<file path="config.mk">
export PLATFORM = sky130hd
export DESIGN_NAME = ordered_insertion_list_flat
export DESIGN_NICKNAME = d
export VERILOG_FILES = /design/src/rtl/oil_pkg.sv /design/src/rtl/oil_if.sv /design/src/rtl/oil_cell.sv /design/src/rtl/oil_seq.sv /design/src/rtl/ordered_insertion_list.sv /design/src/flat_wrapper.sv
export SDC_FILE = /design/constraint.sdc
export NUM_CORES = 2
export LEC_CHECK = 0
export BUFFER_PORTS_ARGS = -buffer_cell sky130_fd_sc_hd__buf_2
export CORE_ASPECT_RATIO = 1.4
export CORE_MARGIN = 10
export CORE_UTILIZATION = 35
export DETAILED_ROUTE_END_ITERATION = 8
export GPL_ROUTABILITY_DRIVEN = 0
export PLACE_DENSITY = 0.6
export SLEW_MARGIN = 20
export SYNTH_ARGS = -nofsm -noshare
export SYNTH_HDL_FRONTEND = slang
export SYNTH_HIERARCHICAL = 1
export SYNTH_SLANG_ARGS = --single-unit
</file>
<file path="constraint.sdc">
create_clock -name clk -period 13.41 [get_ports clk]
set_clock_uncertainty 0.1 [all_clocks]
set_input_delay 3.3525 -clock clk [delete_from_list [all_inputs] [get_ports clk]]
set_output_delay 3.3525 -clock clk [all_outputs]
set_load 0.02 [all_outputs]
</file>
<file path="src/rtl/oil_pkg.sv">
// ---------------------------------------------------------------------------
// oil_pkg
// Types and fixed widths shared by the ordered insertion list modules.
// ---------------------------------------------------------------------------
`timescale 1ns / 1ps
`default_nettype none

package oil_pkg;

	localparam int MODE_W      = 3;
	localparam int POS_W       = 5;
	localparam int HANDLE_W    = 8;
	localparam int KEY_W       = 16;
	localparam int STATUS_W    = 2;
	localparam int COUNT_OUT_W = 5;

	typedef enum logic [MODE_W-1:0] {
		MODE_INS_POS = 3'd0,
		MODE_INS_KEY = 3'd1,
		MODE_POP     = 3'd2,
		MODE_REMOVE  = 3'd3,
		MODE_CLEAR   = 3'd4
	} mode_t;

	typedef enum logic [STATUS_W-1:0] {
		STAT_DONE    = 2'd0,
		STAT_BAD_POS = 2'd1,
		STAT_FULL    = 2'd2,
		STAT_MISS    = 2'd3
	} status_t;

	typedef enum logic [1:0] {
		S_IDLE,
		S_SCAN,
		S_APPLY,
		S_REPORT
	} seq_state_t;

	typedef enum logic [2:0] {
		CELL_HOLD,
		CELL_HIT_KEY,
		CELL_HIT_HANDLE,
		CELL_RIPPLE,
		CELL_INS_POS,
		CELL_INS_KEY,
		CELL_POP,
		CELL_REMOVE
	} cell_op_t;

	// broadcast from the sequencer to every cell
	typedef struct packed {
		cell_op_t              op;
		logic [HANDLE_W-1:0]   handle;
		logic [KEY_W-1:0]      key;
		logic [POS_W-1:0]      pos;
	} cell_ctl_t;

	// gathered from the cell row for the sequencer
	typedef struct packed {
		logic                  found;
		logic [HANDLE_W-1:0]   head_handle;
		logic [KEY_W-1:0]      head_key;
		logic [HANDLE_W-1:0]   tail_handle;
	} seq_obs_t;

	typedef struct packed {
		logic [MODE_W-1:0]     mode;
		logic [POS_W-1:0]      position;
		logic [HANDLE_W-1:0]   item_handle;
		logic [KEY_W-1:0]      arrival_key;
	} cmd_t;

	typedef struct packed {
		logic [STATUS_W-1:0]    status;
		logic                   popped_valid;
		logic [HANDLE_W-1:0]    popped_handle;
		logic [KEY_W-1:0]       popped_key;
		logic [COUNT_OUT_W-1:0] entry_count;
		logic                   nonempty;
		logic [HANDLE_W-1:0]    head_handle;
		logic [HANDLE_W-1:0]    tail_handle;
	} res_t;

endpackage

`default_nettype wire

</file>
<file path="src/rtl/oil_if.sv">
// ---------------------------------------------------------------------------
// oil_if
// Valid/ready channels for list commands and list results.
// ---------------------------------------------------------------------------
`timescale 1ns / 1ps
`default_nettype none

interface oil_cmd_if import oil_pkg::*; ();
	logic valid;
	logic ready;
	cmd_t payload;

	modport source (output valid, output payload, input ready);
	modport sink   (input valid, input payload, output ready);
endinterface

interface oil_res_if import oil_pkg::*; ();
	logic valid;
	logic ready;
	res_t payload;

	modport source (output valid, output payload, input ready);
	modport sink   (input valid, input payload, output ready);
endinterface

`default_nettype wire

</file>
<file path="src/rtl/oil_cell.sv">
// ---------------------------------------------------------------------------
// oil_cell
// One list slot: holds an entry, a hit flag and a ripple mark, and moves
// entries to or from its neighbors as the broadcast operation says.
// ---------------------------------------------------------------------------
`timescale 1ns / 1ps
`default_nettype none

module oil_cell import oil_pkg::*; #(
	parameter int CW  = 5,
	parameter int IDX = 0
) (
	input  logic                clk,
	input  cell_ctl_t           ctl,
	input  logic [CW-1:0]       count,
	input  logic [HANDLE_W-1:0] prev_handle,
	input  logic [KEY_W-1:0]    prev_key,
	input  logic                prev_mark,
	input  logic [HANDLE_W-1:0] next_handle,
	input  logic [KEY_W-1:0]    next_key,
	output logic [HANDLE_W-1:0] handle,
	output logic [KEY_W-1:0]    key,
	output logic                mark,
	output logic [HANDLE_W-1:0] tail_handle,
	output logic                last_mark
);

	localparam int XW = (CW > POS_W) ? CW : POS_W;

	logic [XW-1:0]       idx_x;
	logic [XW-1:0]       idx_next_x;
	logic [XW-1:0]       count_x;
	logic [XW-1:0]       pos_x;
	logic                occupied;
	logic                is_last;
	logic                at_pos;
	logic                past_pos;
	logic                at_count;
	logic [HANDLE_W-1:0] handle_q;
	logic [KEY_W-1:0]    key_q;
	logic                hit_q;
	logic                mark_q;

	assign idx_x      = XW'(IDX);
	assign idx_next_x = XW'(IDX + 1);
	assign count_x    = XW'(count);
	assign pos_x      = XW'(ctl.pos);
	assign occupied   = idx_x < count_x;
	assign is_last    = idx_next_x == count_x;
	assign at_pos     = idx_x == pos_x;
	assign past_pos   = idx_x > pos_x;
	assign at_count   = idx_x == count_x;

	always_ff @(posedge clk) begin
		case (ctl.op)
			CELL_HOLD: begin
			end
			CELL_HIT_KEY: begin
				hit_q  <= occupied && (key_q > ctl.key);
				mark_q <= 1'b0;
			end
			CELL_HIT_HANDLE: begin
				hit_q  <= occupied && (handle_q == ctl.handle);
				mark_q <= 1'b0;
			end
			CELL_RIPPLE: begin
				mark_q <= prev_mark | hit_q;
			end
			CELL_INS_POS: begin
				if (at_pos) begin
					handle_q <= ctl.handle;
					key_q    <= ctl.key;
				end else if (past_pos) begin
					handle_q <= prev_handle;
					key_q    <= prev_key;
				end
			end
			CELL_INS_KEY: begin
				// first marked cell takes the new entry, later ones shift up
				if (mark_q) begin
					if (prev_mark) begin
						handle_q <= prev_handle;
						key_q    <= prev_key;
					end else begin
						handle_q <= ctl.handle;
						key_q    <= ctl.key;
					end
				end else if (at_count) begin
					handle_q <= ctl.handle;
					key_q    <= ctl.key;
				end
			end
			CELL_POP: begin
				handle_q <= next_handle;
				key_q    <= next_key;
			end
			CELL_REMOVE: begin
				if (mark_q) begin
					handle_q <= next_handle;
					key_q    <= next_key;
				end
			end
			default: begin
			end
		endcase
	end

	assign handle      = handle_q;
	assign key         = key_q;
	assign mark        = mark_q;
	assign tail_handle = is_last ? handle_q : '0;
	assign last_mark   = is_last & mark_q;

endmodule

`default_nettype wire

</file>
<file path="src/rtl/oil_seq.sv">
// ---------------------------------------------------------------------------
// oil_seq
// Command sequencer: takes a command, runs the mark ripple when a search is
// needed, applies the edit to the cell row and loads the result register.
// ---------------------------------------------------------------------------
`timescale 1ns / 1ps
`default_nettype none

module oil_seq import oil_pkg::*; #(
	parameter int CAPACITY = 16,
	localparam int CW = $clog2(CAPACITY + 1)
) (
	input  logic          clk,
	input  logic          arst_n,
	oil_cmd_if.sink       cmd,
	oil_res_if.source     res,
	input  seq_obs_t      obs,
	output cell_ctl_t     ctl,
	output logic [CW-1:0] count
);

	localparam int XW = (CW > POS_W) ? CW : POS_W;
	localparam logic [CW-1:0] CAP_C = CW'(CAPACITY);

	seq_state_t          state_q;
	seq_state_t          state_d;
	logic [CW-1:0]       count_q;
	logic [CW-1:0]       count_a;
	logic [CW-1:0]       step_q;
	logic [CW-1:0]       step_inc;
	logic [CW-1:0]       target_q;
	cmd_t                cmd_q;
	status_t             status_q;
	status_t             status_a;
	logic                pop_a;
	logic                pop_valid_q;
	logic [HANDLE_W-1:0] pop_handle_q;
	logic [KEY_W-1:0]    pop_key_q;
	logic                res_valid_q;
	res_t                res_q;
	logic                accept;
	logic                res_free;
	logic                full;
	logic                empty;
	logic                need_scan;
	logic                pos_bad;

	assign accept   = cmd.valid && cmd.ready;
	assign res_free = !res_valid_q || res.ready;
	assign full     = count_q == CAP_C;
	assign empty    = count_q == '0;
	assign step_inc = CW'(step_q + 1'b1);
	assign pos_bad  = XW'(cmd_q.position) > XW'(count_q);
	assign need_scan = ((cmd.payload.mode == MODE_INS_KEY) && !full) ||
		((cmd.payload.mode == MODE_REMOVE) && !empty);

	// next state
	always_comb begin
		state_d = state_q;
		case (state_q)
			S_IDLE: begin
				if (accept) begin
					state_d = need_scan ? S_SCAN : S_APPLY;
				end
			end
			S_SCAN: begin
				if (step_inc == target_q) begin
					state_d = S_APPLY;
				end
			end
			S_APPLY: begin
				state_d = S_REPORT;
			end
			S_REPORT: begin
				if (res_free) begin
					state_d = S_IDLE;
				end
			end
			default: begin
				state_d = S_IDLE;
			end
		endcase
	end

	// cell operation and edit outcome
	always_comb begin
		ctl.op     = CELL_HOLD;
		ctl.handle = cmd_q.item_handle;
		ctl.key    = cmd_q.arrival_key;
		ctl.pos    = cmd_q.position;
		status_a   = STAT_DONE;
		count_a    = count_q;
		pop_a      = 1'b0;
		case (state_q)
			S_IDLE: begin
				ctl.handle = cmd.payload.item_handle;
				ctl.key    = cmd.payload.arrival_key;
				if (accept && (cmd.payload.mode == MODE_INS_KEY)) begin
					ctl.op = CELL_HIT_KEY;
				end else if (accept && (cmd.payload.mode == MODE_REMOVE)) begin
					ctl.op = CELL_HIT_HANDLE;
				end
			end
			S_SCAN: begin
				ctl.op = CELL_RIPPLE;
			end
			S_APPLY: begin
				case (cmd_q.mode)
					MODE_INS_POS: begin
						if (pos_bad) begin
							status_a = STAT_BAD_POS;
						end else if (full) begin
							status_a = STAT_FULL;
						end else begin
							ctl.op  = CELL_INS_POS;
							count_a = CW'(count_q + 1'b1);
						end
					end
					MODE_INS_KEY: begin
						if (full) begin
							status_a = STAT_FULL;
						end else begin
							ctl.op  = CELL_INS_KEY;
							count_a = CW'(count_q + 1'b1);
						end
					end
					MODE_POP: begin
						if (empty) begin
							status_a = STAT_MISS;
						end else begin
							ctl.op  = CELL_POP;
							count_a = CW'(count_q - 1'b1);
							pop_a   = 1'b1;
						end
					end
					MODE_REMOVE: begin
						if (!empty && obs.found) begin
							ctl.op  = CELL_REMOVE;
							count_a = CW'(count_q - 1'b1);
						end else begin
							status_a = STAT_MISS;
						end
					end
					MODE_CLEAR: begin
						count_a = '0;
					end
					default: begin
					end
				endcase
			end
			S_REPORT: begin
			end
			default: begin
			end
		endcase
	end

	always_ff @(posedge clk or negedge arst_n) begin
		if (!arst_n) begin
			state_q     <= S_IDLE;
			count_q     <= '0;
			res_valid_q <= 1'b0;
		end else begin
			state_q <= state_d;
			if (state_q == S_APPLY) begin
				count_q <= count_a;
			end
			if ((state_q == S_REPORT) && res_free) begin
				res_valid_q <= 1'b1;
			end else if (res.ready) begin
				res_valid_q <= 1'b0;
			end
		end
	end

	always_ff @(posedge clk) begin
		if (accept) begin
			cmd_q    <= cmd.payload;
			step_q   <= '0;
			target_q <= (cmd.payload.mode == MODE_INS_KEY) ? CW'(count_q + 1'b1) : count_q;
		end
		if (state_q == S_SCAN) begin
			step_q <= step_inc;
		end
		if (state_q == S_APPLY) begin
			status_q     <= status_a;
			pop_valid_q  <= pop_a;
			pop_handle_q <= pop_a ? obs.head_handle : '0;
			pop_key_q    <= pop_a ? obs.head_key : '0;
		end
		if ((state_q == S_REPORT) && res_free) begin
			res_q.status        <= status_q;
			res_q.popped_valid  <= pop_valid_q;
			res_q.popped_handle <= pop_handle_q;
			res_q.popped_key    <= pop_key_q;
			res_q.entry_count   <= COUNT_OUT_W'(count_q);
			res_q.nonempty      <= !empty;
			res_q.head_handle   <= empty ? '0 : obs.head_handle;
			res_q.tail_handle   <= obs.tail_handle;
		end
	end

	assign cmd.ready   = state_q == S_IDLE;
	assign res.valid   = res_valid_q;
	assign res.payload = res_q;
	assign count       = count_q;

endmodule

`default_nettype wire

</file>
<file path="src/rtl/ordered_insertion_list.sv">
// ---------------------------------------------------------------------------
// ordered_insertion_list
// Bounded ordered list of handle/key entries kept in a row of cells.
// ---------------------------------------------------------------------------
//
//   channel  dir  payload                                   accepted when
//   -------  ---  ----------------------------------------  ---------------
//   cmd      in   mode, position, item_handle, arrival_key  valid && ready
//   res      out  status, popped entry, count, head, tail   valid && ready
//
// Insert at position, pop and clear run through accept, edit and report.
// Insert by key and remove add a ripple between accept and edit, its
// length set by the entries held before the item, with the hit mark
// rippling one cell per cycle along the row; an insert by key into a full
// list or a remove on an empty one skips the ripple.
// Reset clears the sequencer state, the entry count and the result valid;
// cell contents are not reset and are never read past the count.
// A stalled result holds in the output register; the next item is accepted
// while it waits and runs until its own report needs that register.
//
`timescale 1ns / 1ps
`default_nettype none

module ordered_insertion_list import oil_pkg::*; #(
	parameter int CAPACITY = 16
) (
	input  logic      clk,
	input  logic      arst_n,
	oil_cmd_if.sink   cmd,
	oil_res_if.source res
);

	localparam int CW = $clog2(CAPACITY + 1);

	cell_ctl_t           ctl;
	seq_obs_t            obs;
	logic [CW-1:0]       count;
	logic [HANDLE_W-1:0] cell_handle [CAPACITY];
	logic [KEY_W-1:0]    cell_key    [CAPACITY];
	logic [HANDLE_W-1:0] tail_part   [CAPACITY];
	logic [CAPACITY-1:0] cell_mark;
	logic [CAPACITY-1:0] last_mark;
	logic [HANDLE_W-1:0] tail_or;

	// sequencer owns the count and both handshakes
	oil_seq #(
		.CAPACITY(CAPACITY)
	) u_seq (
		.clk   (clk),
		.arst_n(arst_n),
		.cmd   (cmd),
		.res   (res),
		.obs   (obs),
		.ctl   (ctl),
		.count (count)
	);

	// row of cells; each sees its left and right neighbor
	for (genvar i = 0; i < CAPACITY; i++) begin : g_cell
		logic [HANDLE_W-1:0] prev_handle;
		logic [KEY_W-1:0]    prev_key;
		logic                prev_mark;
		logic [HANDLE_W-1:0] next_handle;
		logic [KEY_W-1:0]    next_key;

		if (i == 0) begin : g_first
			// nothing to the left: no mark comes in, shift-up never reaches here
			assign prev_handle = '0;
			assign prev_key    = '0;
			assign prev_mark   = 1'b0;
		end else begin : g_mid
			assign prev_handle = cell_handle[i-1];
			assign prev_key    = cell_key[i-1];
			assign prev_mark   = cell_mark[i-1];
		end

		if (i == CAPACITY - 1) begin : g_last
			// hold on shift-down; this slot is past the new count anyway
			assign next_handle = cell_handle[i];
			assign next_key    = cell_key[i];
		end else begin : g_inner
			assign next_handle = cell_handle[i+1];
			assign next_key    = cell_key[i+1];
		end

		oil_cell #(
			.CW (CW),
			.IDX(i)
		) u_cell (
			.clk        (clk),
			.ctl        (ctl),
			.count      (count),
			.prev_handle(prev_handle),
			.prev_key   (prev_key),
			.prev_mark  (prev_mark),
			.next_handle(next_handle),
			.next_key   (next_key),
			.handle     (cell_handle[i]),
			.key        (cell_key[i]),
			.mark       (cell_mark[i]),
			.tail_handle(tail_part[i]),
			.last_mark  (last_mark[i])
		);
	end

	// only the cell at count-1 drives its tail and mark, so an OR selects it
	always_comb begin
		tail_or = '0;
		for (int i = 0; i < CAPACITY; i++) begin
			tail_or = tail_or | tail_part[i];
		end
	end

	assign obs.found       = |last_mark;
	assign obs.head_handle = cell_handle[0];
	assign obs.head_key    = cell_key[0];
	assign obs.tail_handle = tail_or;

endmodule

`default_nettype wire

</file>
<file path="src/flat_wrapper.sv">
// flat-port wrapper written by rule: the top's interface ports become plain ports
module ordered_insertion_list_flat import oil_pkg::*;
#(
	parameter int CAPACITY = 16
)
  (clk, arst_n, cmd_valid, cmd_payload, cmd_ready, res_valid, res_payload, res_ready);
  oil_cmd_if cmd_i ();
  oil_res_if res_i ();
  input  logic clk;
  input  logic arst_n;
  input wire logic [$bits(cmd_i.valid)-1:0] cmd_valid;
  input wire logic [$bits(cmd_i.payload)-1:0] cmd_payload;
  output wire logic [$bits(cmd_i.ready)-1:0] cmd_ready;
  output wire logic [$bits(res_i.valid)-1:0] res_valid;
  output wire logic [$bits(res_i.payload)-1:0] res_payload;
  input wire logic [$bits(res_i.ready)-1:0] res_ready;
  assign cmd_i.valid = cmd_valid;
  assign cmd_i.payload = cmd_payload;
  assign cmd_ready = cmd_i.ready;
  assign res_valid = res_i.valid;
  assign res_payload = res_i.payload;
  assign res_i.ready = res_ready;
  ordered_insertion_list #(.CAPACITY(CAPACITY)) u_core (.clk(clk), .arst_n(arst_n), .cmd(cmd_i), .res(res_i));
endmodule
</file>
==> impl_metrics.csv <==
group,metric,value,unit
pwr,seqPwrFrac,0.308,
pwr,p_leak,19.28,nW
worst_setup_path,cp.arrival,7.58,ns
pwr,p_int,4.961,mW
synth,ys_seq_area_frac,0.3664,
finish,final_nets,4596,
clock_tree,cts-resized-gates,0,
worst_setup_path,path_cells,"buf_2 -> and2_2 -> buf_4 -> a31oi_1 -> a21oi_4 -> buf_4 -> buf_4 -> nor2_1 -> nor2_4 -> o32a_2",
die,initial_core_util,0.3522,
global_route,grt_overflow,0,
timing,tightestPinTransition,1.409,ns
worst_setup_path,crit_path_max_incr_delay,0.69,ns
timing,setup_tns,0,ns
drt,post-route-drc-count,0,
timing,layout_min_cycle_time,7.374,ns
pwr,vdd_drop_max,0.1357,mV
timing,final.period_utilization,0.5499,
synth,yosysUniqueCellTypes,109,
die,core-area,0.1258,mm²
worst_setup_path,slowest_stage,"nor2_4",
worst_setup_path,required,13.61,ns
timing,slew_viol_final,0,
pwr,switching_share,0.4488,
die,rows,154,
timing,final-setup-viol-count,0,
worst_setup_path,cp_common_cell,"buf_4",
die,dieArea,0.1414,mm²
worst_setup_path,r2r-start,"u_core/u_seq/count[1]$_DFFE_PN0P_",
finish,most-common-layout-cells,"mux2i_1 (664), edfxtp_1 (534), nand2_1 (453), inv_1 (282), ha_1 (269)",
global_route,grt_pass1_wl,234400,µm
flow_run,maxCapViolCount,0,
synth,syn_avg_cell_area,10.42,µm²
placement,io_buffers,86,
worst_setup_path,r2r_cells,14,
drt,routedWlPerCell,26.55,µm
worst_setup_path,r2r-end,"u_core/g_cell[11].u_cell/key[14]$_DFFE_PP_",
clock_tree,htree_levels,2,
drt,via_per_inst,6.037,
pwr,switching_power,4.040,mW
drt,vias,36080,
synth,synth.ff_latch_count,542,
pwr,p_per_area,186.6,mW/mm²
global_route,grt_pass1_vias,35370,
synth,syn_inst,4253,
finish,instances_no_fill,5976,
placement,place_area,0.04625,mm²
timing,fmax,135.6,MHz
clock_tree,root_buffer,"clkbuf_16",
die,die_h,441.0,µm
global_route,grt_util_all_layers,0.2159,
drt,drt-total-wl,158700,µm
pwr,pwr-share-clk,0.195,
worst_setup_path,end_kind,"register",
finish,layout_commonest_cell,"mux2i_1",
synth,synth_warnings,6,
clock_tree,cts_tree,"yes",
die,ios,87,
die,fp.dieW,320.7,µm
drt,ant_nets,0,
finish,drive_gt1_frac,0.1393,
finish,fillers,12340,
hold_path,worstHoldPathCells,0,
placement,dp_hpwl,108400,µm
drt,initialDrtViolationCount,3150,
timing,slew_headroom,0.05806,
worst_setup_path,cp-start-kind,"primary input",
clock_tree,cts.clk_slew.worst_paths,0.06,ns
pwr,combPwrFrac,0.497,
worst_setup_path,cp_max_fo,66,
hold_path,hold_start,"u_core/u_seq/pop_key_q[0]$_SDFFCE_PN0P_",
finish,areaGrowthSynthToFinish,8.889,%
timing,rsz0062_at_grt,"false",
synth,synth_ff_type,"edfxtp_1",
hold_path,whs_endpoint,"u_core/u_seq/res.payload[22]$_DFFE_PP_",
worst_setup_path,setup.worst_path.class,"primary input to register",
drt,drt_first_pass_iters,6,
global_route,grt_max_degree,97,
clock_tree,clock_latency,0.71,ns
clock_tree,clock_sinks,542,
clock_tree,ctsHoldBuffers,0,
synth,syn_area,0.04431,mm²
finish,fin_area,0.04825,mm²
clock_tree,post_cts_buffers,0,
hold_path,hp-class,"register to register",
clock_tree,cts.path.max_buffers,3,
synth,synthArstFlopShare,0.01476,
clock_tree,cts_made_buffers,55,
placement,place_inst,5871,
synth,synth_edf_count,534,
timing,finalHoldViolations,0,
global_route,antenna_found_initial,1,
worst_setup_path,ff2ff_setup_slack,6.61,ns
status,status,"completed",
## Yosys cell counts, drive strengths merged (5+ instances only)
cell      n  area share
or3       8      0.0011
nand2   460       0.039
xnor2   122       0.024
or4       5     0.00093
and4bb    5      0.0014
nor4b     6      0.0018
mux2     25      0.0064
and3     44      0.0062
nor3     34      0.0041
nor2b    35      0.0050
nand3b   10      0.0017
dfrtp     8      0.0045
nor4bb    9      0.0020
edfxtp  534        0.36
or2       8      0.0012
mux2i   664        0.15
nor2    218       0.020
a21oi   231       0.028
o221ai  385        0.10
a211oi   16      0.0028
nand2b    8      0.0011
nor4     70       0.011
a21boi    6      0.0010
o211ai   13      0.0023
and2    162       0.023
o41ai     5      0.0013
ha      269       0.076
a31oi    18      0.0025
o31ai     9      0.0015
nand4    96       0.014
a21o     34      0.0058
and4      5      0.0010
nand3    41      0.0047
xor2     33      0.0065
o21ai    41      0.0049
o21bai    5     0.00085
buf     167       0.029
o311ai    5      0.0012
clkbuf   87      0.0077
nor3b    15      0.0027
inv     283       0.024
## kinds of logic after synthesis
logic type	Yosys count	share of synthesized area
flip-flops	542	0.3664
multiplexers	689	0.1563
AND/OR/NAND/NOR	1253	0.1462
XOR/XNOR	157	0.03168
adder cells (fa/ha/maj)	269	0.07596
buffers and inverters	537	0.06082
other	1	0.00008463
AO/OA/AOI/OAI	805	0.1625
## registers in the layout, summed over array words and instances (netlist names)
signal / flops
u_core/u_seq/target_q: 5
u_core/g_cell.u_cell/key: 256
u_core/g_cell.u_cell/handle: 128
u_core/u_seq/pop_handle_q: 8
u_core/u_seq/res.payload: 49
u_core/u_seq/state_q: 2
u_core/u_seq/ctl: 5
u_core/u_seq/cmd_q: 27
u_core/g_cell.u_cell/mark: 16
u_core/u_seq/step_q: 5
u_core/u_seq/count: 5
u_core/u_seq/pop_key_q: 16
u_core/u_seq/pop_valid_q: 1
u_core/u_seq/status_q: 2
u_core/u_seq/res.valid: 1
u_core/g_cell.u_cell/hit_q: 16
## power by group through the flow
stage | clock network, mW | logic [mW] | registers [mW]
after floorplan | 0 | 3.10 | 2.68
after global placement | 0 | 4.28 | 2.80
after detailed placement | 0 | 4.38 | 2.80
after CTS | 1.79 | 4.40 | 2.77
after global routing | 1.84 | 4.83 | 2.79
final | 1.76 | 4.47 | 2.77
## metal layers
metal | GRT usage | wire [µm] | up-vias
met5 | 0 | 0 | -
met4 | 0.1304 | 10550 | 0
met3 | 0.02573 | 9663 | 447
met2 | 0.3730 | 77560 | 1563
met1 | 0.2549 | 60920 | 17870
li1 | - | - | 16200
## worst max-delay path by stage
| stage | start | end | slack, ns | depth (start not counted) |
|---|---|---|---|---|
| after floorplan | cmd_valid | u_core/g_cell[15].u_cell/handle[0]$_DFFE_PP_ | 3.38 | 7 |
| after global placement | cmd_valid | u_core/g_cell[11].u_cell/key[8]$_DFFE_PP_ | 5.48 | 10 |
| after detailed placement | cmd_valid | u_core/g_cell[11].u_cell/key[8]$_DFFE_PP_ | 5.45 | 10 |
| after CTS | cmd_valid | u_core/g_cell[11].u_cell/handle[0]$_DFFE_PP_ | 6.15 | 10 |
| after global routing | cmd_valid | u_core/g_cell[11].u_cell/key[3]$_DFFE_PP_ | 5.88 | 10 |
| final | cmd_valid | u_core/g_cell[11].u_cell/key[14]$_DFFE_PP_ | 6.04 | 10 |
## critical path: cells and delay by family
kind,cells,cell delay (ns)
buf+inv,4,1.70
simple gates,3,1.01
compound gates,3,1.39
## through the flow
step	util	power, mW	setup WS, ns	hold slack [ns]
after global placement	0.3674	7.073	5.479	0.3008
after floorplan	-	5.786	3.379	0.3003
after global routing	0.3835	9.461	5.876	0.3252
after detailed placement	0.3676	7.179	5.452	0.3054
after CTS	0.3833	8.952	6.154	0.3211
final	0.3835	9.001	6.036	0.3192
## area by class of cell
cell class | instances | area, µm² | area share
antenna | 1 | 2.502 | 0.00005186
clock buffer | 68 | 1465 | 0.03037
clock inverter | 35 | 510.5 | 0.01058
inverter | 283 | 1062 | 0.02202
multi-input combinational | 3223 | 25710 | 0.5328
sequential | 542 | 16240 | 0.3366
tap | 1638 | 2049 | 0.04248
timing repair buffer | 186 | 1209 | 0.02505
Power figures use the tool's default switching activity.
